$ cat config.mk
export PLATFORM = sky130hd
export DESIGN_NAME = rect_gap_distance
export DESIGN_NICKNAME = d
export VERILOG_FILES = /design/src/rtl/core/rgd_pkg.sv /design/src/rtl/core/rgd_prep.sv /design/src/rtl/core/rgd_sqrt_cell.sv /design/src/rtl/core/rect_gap_distance.sv
export VERILOG_INCLUDE_DIRS = /design/src /design/src/rtl/core
export SDC_FILE = /design/constraint.sdc
export NUM_CORES = 2
export LEC_CHECK = 0
export ABC_AREA = 0
export BUFFER_PORTS_ARGS = -buffer_cell sky130_fd_sc_hd__buf_2
export CAP_MARGIN = 25
export CORE_ASPECT_RATIO = 1.1
export CORE_UTILIZATION = 40
export CTS_BUF_LIST = sky130_fd_sc_hd__clkbuf_4
export DETAILED_ROUTE_END_ITERATION = 12
export PLACE_DENSITY = 0.53
export SETUP_SLACK_MARGIN = 0.5
export SLEW_MARGIN = 30
export SYNTH_ARGS = -nofsm -noshare
export SYNTH_HDL_FRONTEND = slang
export SYNTH_SLANG_ARGS = --single-unit
$ cat constraint.sdc
create_clock -name i_clk -period 10.3 [get_ports i_clk]
set_clock_uncertainty 0.1 [all_clocks]
set_input_delay 1.03 -clock i_clk [delete_from_list [all_inputs] [get_ports i_clk]]
set_output_delay 1.03 -clock i_clk [all_outputs]
set_load 0.005 [all_outputs]
$ cat src/rtl/core/rect_gap_distance_defines.svh
// Assertion shorthands shared by the rectangle gap block.
`ifndef RECT_GAP_DISTANCE_DEFINES_SVH
`define RECT_GAP_DISTANCE_DEFINES_SVH

// Check that expr holds at every clock edge out of reset.
`define RGD_ASSERT_ALWAYS(label, expr, msg) \
    label: assert property (@(posedge i_clk) disable iff (!i_rst_n) (expr)) \
        else $error(msg);

// Check that cons holds in the same cycle whenever ante holds.
`define RGD_ASSERT_IMPLIES(label, ante, cons, msg) \
    label: assert property (@(posedge i_clk) disable iff (!i_rst_n) (ante) |-> (cons)) \
        else $error(msg);

`endif

$ cat src/rtl/core/rgd_pkg.sv
package rgd_pkg;

    localparam int COORD_BITS_DEF = 15;
    localparam int FIELD_COUNT    = 8;
    localparam int GAP_BITS       = 17;
    localparam int OUT_TDATA_BITS = ((GAP_BITS + 7) / 8) * 8;

endpackage

$ cat src/rtl/core/rgd_prep.sv
module rgd_prep
    import rgd_pkg::*;
#(
    parameter int COORD_BITS = COORD_BITS_DEF
) (
    input  logic                      i_clk,
    input  logic                      i_rst_n,
    input  logic                      i_valid,
    output logic                      o_ready,
    input  logic [COORD_BITS-1:0]     i_a_x,
    input  logic [COORD_BITS-1:0]     i_a_y,
    input  logic [COORD_BITS-1:0]     i_a_width,
    input  logic [COORD_BITS-1:0]     i_a_height,
    input  logic [COORD_BITS-1:0]     i_b_x,
    input  logic [COORD_BITS-1:0]     i_b_y,
    input  logic [COORD_BITS-1:0]     i_b_width,
    input  logic [COORD_BITS-1:0]     i_b_height,
    output logic                      o_valid,
    input  logic                      i_ready,
    output logic [2*COORD_BITS+1:0]   o_sum
);

    localparam int C  = COORD_BITS;
    localparam int EW = C + 1;
    localparam int PW = 2 * C;
    localparam int SW = 2 * C + 2;
    localparam int NS = 4;

    logic [NS-1:0] r_vld;
    logic [NS-1:0] w_adv;

    // stage 0: far edges
    logic [EW-1:0] r_ax, r_ay, r_axf, r_ayf, r_bx, r_by, r_bxf, r_byf;
    // stage 1: per-axis gaps
    logic [C-1:0]  r_dx, r_dy;
    // stage 2: squares
    logic [PW-1:0] r_dx2, r_dy2;
    // stage 3: squared distance
    logic [SW-1:0] r_sum;

    logic          w_left, w_right, w_below, w_above;
    logic [EW-1:0] w_gap_l, w_gap_r, w_gap_b, w_gap_a;
    logic [C-1:0]  n_dx, n_dy;
    logic [PW-1:0] n_dx2, n_dy2;

    // a stage moves on when it is empty or its successor takes its word
    always_comb begin
        w_adv[NS-1] = !r_vld[NS-1] || i_ready;
        for (int k = 0; k < NS - 1; k++) begin
            w_adv[k] = !r_vld[k] || w_adv[k+1];
        end
    end

    assign o_ready = w_adv[0];
    assign o_valid = r_vld[NS-1];
    assign o_sum   = r_sum;

    always_ff @(posedge i_clk) begin
        if (!i_rst_n) begin
            r_vld <= '0;
        end else begin
            if (w_adv[0]) begin
                r_vld[0] <= i_valid;
            end
            for (int k = 1; k < NS; k++) begin
                if (w_adv[k]) begin
                    r_vld[k] <= r_vld[k-1];
                end
            end
        end
    end

    // left and right exclude each other, as do below and above, so each axis
    // contributes one gap or none and the priority order collapses
    always_comb begin
        w_left  = r_bxf < r_ax;
        w_right = r_axf < r_bx;
        w_below = r_byf < r_ay;
        w_above = r_ayf < r_by;
        w_gap_l = r_ax - r_bxf;
        w_gap_r = r_bx - r_axf;
        w_gap_b = r_ay - r_byf;
        w_gap_a = r_by - r_ayf;
        n_dx    = '0;
        n_dy    = '0;
        if (w_left) begin
            n_dx = w_gap_l[C-1:0];
        end else if (w_right) begin
            n_dx = w_gap_r[C-1:0];
        end
        if (w_below) begin
            n_dy = w_gap_b[C-1:0];
        end else if (w_above) begin
            n_dy = w_gap_a[C-1:0];
        end
    end

    assign n_dx2 = PW'(r_dx) * PW'(r_dx);
    assign n_dy2 = PW'(r_dy) * PW'(r_dy);

    always_ff @(posedge i_clk) begin
        if (w_adv[0]) begin
            r_ax  <= EW'(i_a_x);
            r_ay  <= EW'(i_a_y);
            r_bx  <= EW'(i_b_x);
            r_by  <= EW'(i_b_y);
            r_axf <= EW'(i_a_x) + EW'(i_a_width);
            r_ayf <= EW'(i_a_y) + EW'(i_a_height);
            r_bxf <= EW'(i_b_x) + EW'(i_b_width);
            r_byf <= EW'(i_b_y) + EW'(i_b_height);
        end
        if (w_adv[1]) begin
            r_dx <= n_dx;
            r_dy <= n_dy;
        end
        if (w_adv[2]) begin
            r_dx2 <= n_dx2;
            r_dy2 <= n_dy2;
        end
        if (w_adv[3]) begin
            r_sum <= SW'(r_dx2) + SW'(r_dy2);
        end
    end

endmodule

$ cat src/rtl/core/rgd_sqrt_cell.sv
module rgd_sqrt_cell
    import rgd_pkg::*;
#(
    parameter int SW   = 2 * COORD_BITS_DEF + 2,
    parameter int STEP = COORD_BITS_DEF
) (
    input  logic          i_clk,
    input  logic          i_rst_n,
    input  logic          i_valid,
    output logic          o_ready,
    input  logic [SW-1:0] i_rem,
    input  logic [SW-1:0] i_root,
    output logic          o_valid,
    input  logic          i_ready,
    output logic [SW-1:0] o_rem,
    output logic [SW-1:0] o_root
);

    // weight of the root bit this cell decides, as a power of four
    localparam logic [SW-1:0] BIT = SW'(1) << (2 * STEP);

    logic          r_valid;
    logic [SW-1:0] r_rem, r_root;
    logic [SW-1:0] w_try;
    logic [SW-1:0] n_rem, n_root;
    logic          w_adv;

    assign w_adv   = !r_valid || i_ready;
    assign o_ready = w_adv;
    assign o_valid = r_valid;
    assign o_rem   = r_rem;
    assign o_root  = r_root;

    // restoring step: subtract the trial value when it fits
    always_comb begin
        w_try = i_root + BIT;
        if (i_rem >= w_try) begin
            n_rem  = i_rem - w_try;
            n_root = (i_root >> 1) + BIT;
        end else begin
            n_rem  = i_rem;
            n_root = i_root >> 1;
        end
    end

    always_ff @(posedge i_clk) begin
        if (!i_rst_n) begin
            r_valid <= 1'b0;
        end else if (w_adv) begin
            r_valid <= i_valid;
        end
    end

    always_ff @(posedge i_clk) begin
        if (w_adv) begin
            r_rem  <= n_rem;
            r_root <= n_root;
        end
    end

endmodule

$ cat src/rtl/core/rect_gap_distance.sv
// Gap between two axis-aligned rectangles. Each input word carries both
// rectangles as x, y, width and height; far edges are origin plus size and
// never wrap. The result is the floor of the Euclidean distance between the
// nearest corners when B lies diagonally off A, the plain edge gap when it
// lies off one side, and zero when the two touch or overlap. The block takes
// one rectangle pair every clock and hands back one result word per pair,
// in order. Four front stages form the far edges, the per-axis gaps, their
// squares and the squared distance, then a row of COORD_BITS + 1 square-root
// cells each settles one bit of the root. Every stage is a one-word register
// with its own valid, so bubbles close up and input is still taken while a
// finished result waits; input stalls only once every stage holds a word and
// the result is not being taken.
`include "rect_gap_distance_defines.svh"

module rect_gap_distance
    import rgd_pkg::*;
#(
    parameter int COORD_BITS = COORD_BITS_DEF
) (
    input  logic                          i_clk,
    input  logic                          i_rst_n,
    input  logic                          i_s_axis_tvalid,
    output logic                          o_s_axis_tready,
    // a_x, a_y, a_width, a_height, b_x, b_y, b_width, b_height (lowest first)
    input  logic [((FIELD_COUNT*COORD_BITS+7)/8)*8-1:0] i_s_axis_tdata,
    output logic                          o_m_axis_tvalid,
    input  logic                          i_m_axis_tready,
    // gap_distance
    output logic [OUT_TDATA_BITS-1:0]     o_m_axis_tdata
);

    localparam int C  = COORD_BITS;
    localparam int SW = 2 * C + 2;
    localparam int NC = C + 1;

    logic [C-1:0]  w_field [FIELD_COUNT];
    logic          w_prep_valid, w_prep_ready;
    logic [SW-1:0] w_sum;

    // cell chain taps: index k feeds cell k, index NC is the last cell out
    logic          w_valid [NC+1];
    logic          w_ready [NC+1];
    logic [SW-1:0] w_rem   [NC+1];
    logic [SW-1:0] w_root  [NC+1];

    logic [SW+GAP_BITS-1:0] w_root_ext;

    // unpack the input word, first field in the low bits
    always_comb begin
        for (int f = 0; f < FIELD_COUNT; f++) begin
            w_field[f] = i_s_axis_tdata[f*C +: C];
        end
    end

    rgd_prep #(
        .COORD_BITS (COORD_BITS)
    ) u_prep (
        .i_clk      (i_clk),
        .i_rst_n    (i_rst_n),
        .i_valid    (i_s_axis_tvalid),
        .o_ready    (o_s_axis_tready),
        .i_a_x      (w_field[0]),
        .i_a_y      (w_field[1]),
        .i_a_width  (w_field[2]),
        .i_a_height (w_field[3]),
        .i_b_x      (w_field[4]),
        .i_b_y      (w_field[5]),
        .i_b_width  (w_field[6]),
        .i_b_height (w_field[7]),
        .o_valid    (w_prep_valid),
        .i_ready    (w_prep_ready),
        .o_sum      (w_sum)
    );

    // seed the root chain: whole square in the remainder, root cleared
    assign w_valid[0]   = w_prep_valid;
    assign w_prep_ready = w_ready[0];
    assign w_rem[0]     = w_sum;
    assign w_root[0]    = '0;

    // the squared distance stays below 2^(2C+1), so the root starts at 4^C
    for (genvar k = 0; k < NC; k++) begin : g_cell
        rgd_sqrt_cell #(
            .SW   (SW),
            .STEP (C - k)
        ) u_cell (
            .i_clk   (i_clk),
            .i_rst_n (i_rst_n),
            .i_valid (w_valid[k]),
            .o_ready (w_ready[k]),
            .i_rem   (w_rem[k]),
            .i_root  (w_root[k]),
            .o_valid (w_valid[k+1]),
            .i_ready (w_ready[k+1]),
            .o_rem   (w_rem[k+1]),
            .o_root  (w_root[k+1])
        );
    end

    // the last cell's register is the output register
    assign w_ready[NC]     = i_m_axis_tready;
    assign o_m_axis_tvalid = w_valid[NC];

    // drop root bits above the result width, pad the word with zeros
    assign w_root_ext     = (SW + GAP_BITS)'(w_root[NC]);
    assign o_m_axis_tdata = OUT_TDATA_BITS'(w_root_ext[GAP_BITS-1:0]);

    // the root is exact: remainder left over never exceeds twice the root
    `RGD_ASSERT_IMPLIES(a_root_exact, o_m_axis_tvalid, w_rem[NC] <= (w_root[NC] << 1), "square root remainder too large")
    // input stalls only when the whole chain is full and the result is held
    `RGD_ASSERT_IMPLIES(a_stall_cause, !o_s_axis_tready, o_m_axis_tvalid && !i_m_axis_tready, "input stalled without output back-pressure")
    // pad bits of the result word stay clear
    `RGD_ASSERT_ALWAYS(a_pad_zero, o_m_axis_tdata[OUT_TDATA_BITS-1:GAP_BITS] == '0, "result pad bits set")

endmodule
==> impl_metrics.tcl <==
set metrics [dict create \
    wl_mm 117 \
    synthTopCellsByCount "edfxtp_1 (859), inv_1 (781), ha_1 (535)" \
    synth_edf_count 859 \
    gr-total-overflow 0 \
    yosysMostFrequentCell "edfxtp_1" \
    fillers 13189 \
    htreeDepth 4 \
    die_w_um 360 \
    clockBufferDepth 3 \
    fmax_mhz 145 \
    ios 150 \
    wl_per_cell_um 15.9 \
    synth_top_area_share_pct 45.7 \
    numClockSinks 879 \
    post-route-min-period_ns 6.91 \
    seq_area_frac_synth_pct 46.4 \
    antenna_left 0 \
    cts_buffers 229 \
    die_h_um 396 \
    grt_pass1_vias 37249 \
    path_class "reg -> reg" \
    fin_crit_sh_pct 67.1 \
    clock_latency_ns 1.19 \
    yosysTopAreaCell "edfxtp_1" \
    tightest_slew_ns 0.943 \
    syn-cell-area_um2 56500 \
    first_pass_iters 5 \
    crit_fanout 17 \
    fin_nets 6275 \
    cts_tree "done" \
    grt_util_all_layers_pct 16.6 \
    vias 36514 \
    crit_path_end_kind "register" \
    core_um2 140000 \
    gp_congestion 0.823 \
    cap_violations 0 \
    setup_viol 0 \
    slew_violations 0 \
    synthCells 4943 \
    grt_first_pass_wirelength_mm 190 \
    slew_headroom_pct 36.6 \
    rows 144 \
    antenna_found_initial 4 \
    hold_depth 4 \
    tns_ns 0 \
    crit_required_ns 11.10 \
    drcViolationCount 0 \
    yosys-top-cells-area "edfxtp_1 (46%), ha_1 (12%), fa_1 (10%), inv_1 (5.2%), xnor2_1 (3.3%)" \
    synth_cell_type_count 85 \
    hpwlAfterDp_mm 90.6 \
    status "completed" \
    reg2regPathDepth 20 \
    synthFlopType "edfxtp_1" \
    via_per_inst 4.97 \
    area_delta_synth_final_pct 11.6 \
    root_buffer "clkbuf_4" \
    min-delay-start "i_s_axis_tdata[104]" \
    worstHoldPathType "in -> reg" \
    path_clk_slew_ns 0.07 \
    hold_violations 0 \
    drt_iter0_markers 1827 \
    grt_max_degree 63 \
    yosys_warnings 0 \
    r2r_start "u_prep.r_dx[13]" \
    start_kind "register" \
    post_cts_resized 0 \
    dieArea_um2 143000 \
    cp.arrival_ns 7.71 \
    start_util_pct 40.3 \
    synth-seq-cells 879 \
    port-buffer-count 141 \
    async_flop_share_pct 0 \
    rsz0062_at_grt "false" \
    cp-startpoint "u_prep.r_dx[13]" \
    synth_area_per_cell_um2 11.4 \
    final_layout_size_suffix_gt1_share_pct 10.8 \
]
layout make-up:
class                           instances  area, µm²  area share, %
Multi-Input combinational cell       3210      27100           43.0
Sequential cell                       879      26200           41.6
Inverter                              781       2930           4.65
Clock buffer                          335       2510           3.99
Tap cell                             1825       2280           3.62
Timing Repair Buffer                  234       1570           2.49
Clock inverter                         71        439          0.697
Antenna cell                            6       15.0         0.0238
path summary, 6_finish.rpt:
check | endpoint | slack [ns]
max | u_prep.r_dx2[27] | 3.39
min | u_prep.r_bxf[15] | 0.19
max reg2reg | u_prep.r_dx2[27] | 3.39
min reg2reg | g_cell[8].u_cell.o_rem[12] | 0.28
kinds of logic (layout without fill, tap and decap cells):
kind of cell	after synthesis	after routing	share of synthesized area, %
other	1	16	0.00664
adder cells (fa/ha/maj)	816	816	21.8
buffers and inverters	863	1421	5.83
multiplexers	23	23	0.452
XOR/XNOR	358	358	5.57
flip-flops	879	879	46.4
AND/OR/NAND/NOR	1192	1192	10.7
AO/OA/AOI/OAI	811	811	9.19
sequential cells by signal (all words and copies together), names as in the netlist:
name and cells:
g_cell.u_cell.o_rem 480, g_cell.u_cell.o_root 136, u_prep.o_sum 31, u_prep.r_dx2 29, u_prep.r_dy2 29, g_cell.u_cell.o_valid 16
u_prep.r_axf 16, u_prep.r_ayf 16, u_prep.r_bxf 16, u_prep.r_byf 16, u_prep.r_ax 15, u_prep.r_ay 15
u_prep.r_bx 15, u_prep.r_by 15, u_prep.r_dx 15, u_prep.r_dy 15, u_prep.r_vld 4
metal layers:
layer	vias up	share of wire, %	global-route usage [%]	routed length (µm)
met1	17579	42	19.8	49300
met3	169	3.9	3.11	4510
met5	-	0	0	0
met4	0	2.3	5.61	2650
met2	610	52	29.6	60300
li1	18156	-	-	-
placed cells by master (no fill, tap or decap), types with 67 or more instances in the layout:
cell,n
a21o_1,84
nor3_1,120
edfxtp_1,859
and2_1,106
dlygate4sd3_1,67
a21oi_1,221
fa_1,281
nor2_1,203
buf_2,141
xnor2_1,214
o21ai_0,182
nor4_1,73
clkbuf_4,335
o21a_1,78
inv_1,778
xor2_1,143
nand2_1,324
ha_1,535
nor2b_1,75
through the flow:
step	util [%]	cell area [µm²]	setup slack [ns]	std cells	hold slack, ns
2_1_floorplan	-	56500	2.32	4952	0.300
3_3_place_gp	42.4	59400	3.59	6862	0.301
3_5_place_dp	42.4	59400	3.39	6862	0.305
4_1_cts	45.0	63000	3.33	7335	0.0103
5_1_grt	45.0	63000	2.97	7340	0.0531
6_report	45.0	63000	3.39	7341	0.194
what timing repair did:
action | in CTS | in global routing
buffers inserted | 0 | 0
hold buffers | 67 | 0
endpoints found under the hold margin | 67 | 0
critical path, stage by stage, from the launching register on:
cell and delay, ns:
edfxtp_1 0.62, and2_1 0.29, fa_1 0.51, inv_1 0.08, fa_1 0.53, inv_1 0.05
fa_1 0.50, fa_1 0.52, fa_1 0.54, inv_1 0.05, fa_1 0.53, inv_1 0.04
ha_1 0.34, a21o_1 0.18, a21o_1 0.17, a21o_1 0.19, a2111oi_0 0.38, or3_1 0.18
o21a_1 0.18, o221ai_1 0.21, o311ai_0 0.43
Power is left out: the tool's default activity adds up to more than one toggle a clock period on the data nets, which glitch-free logic cannot reach.
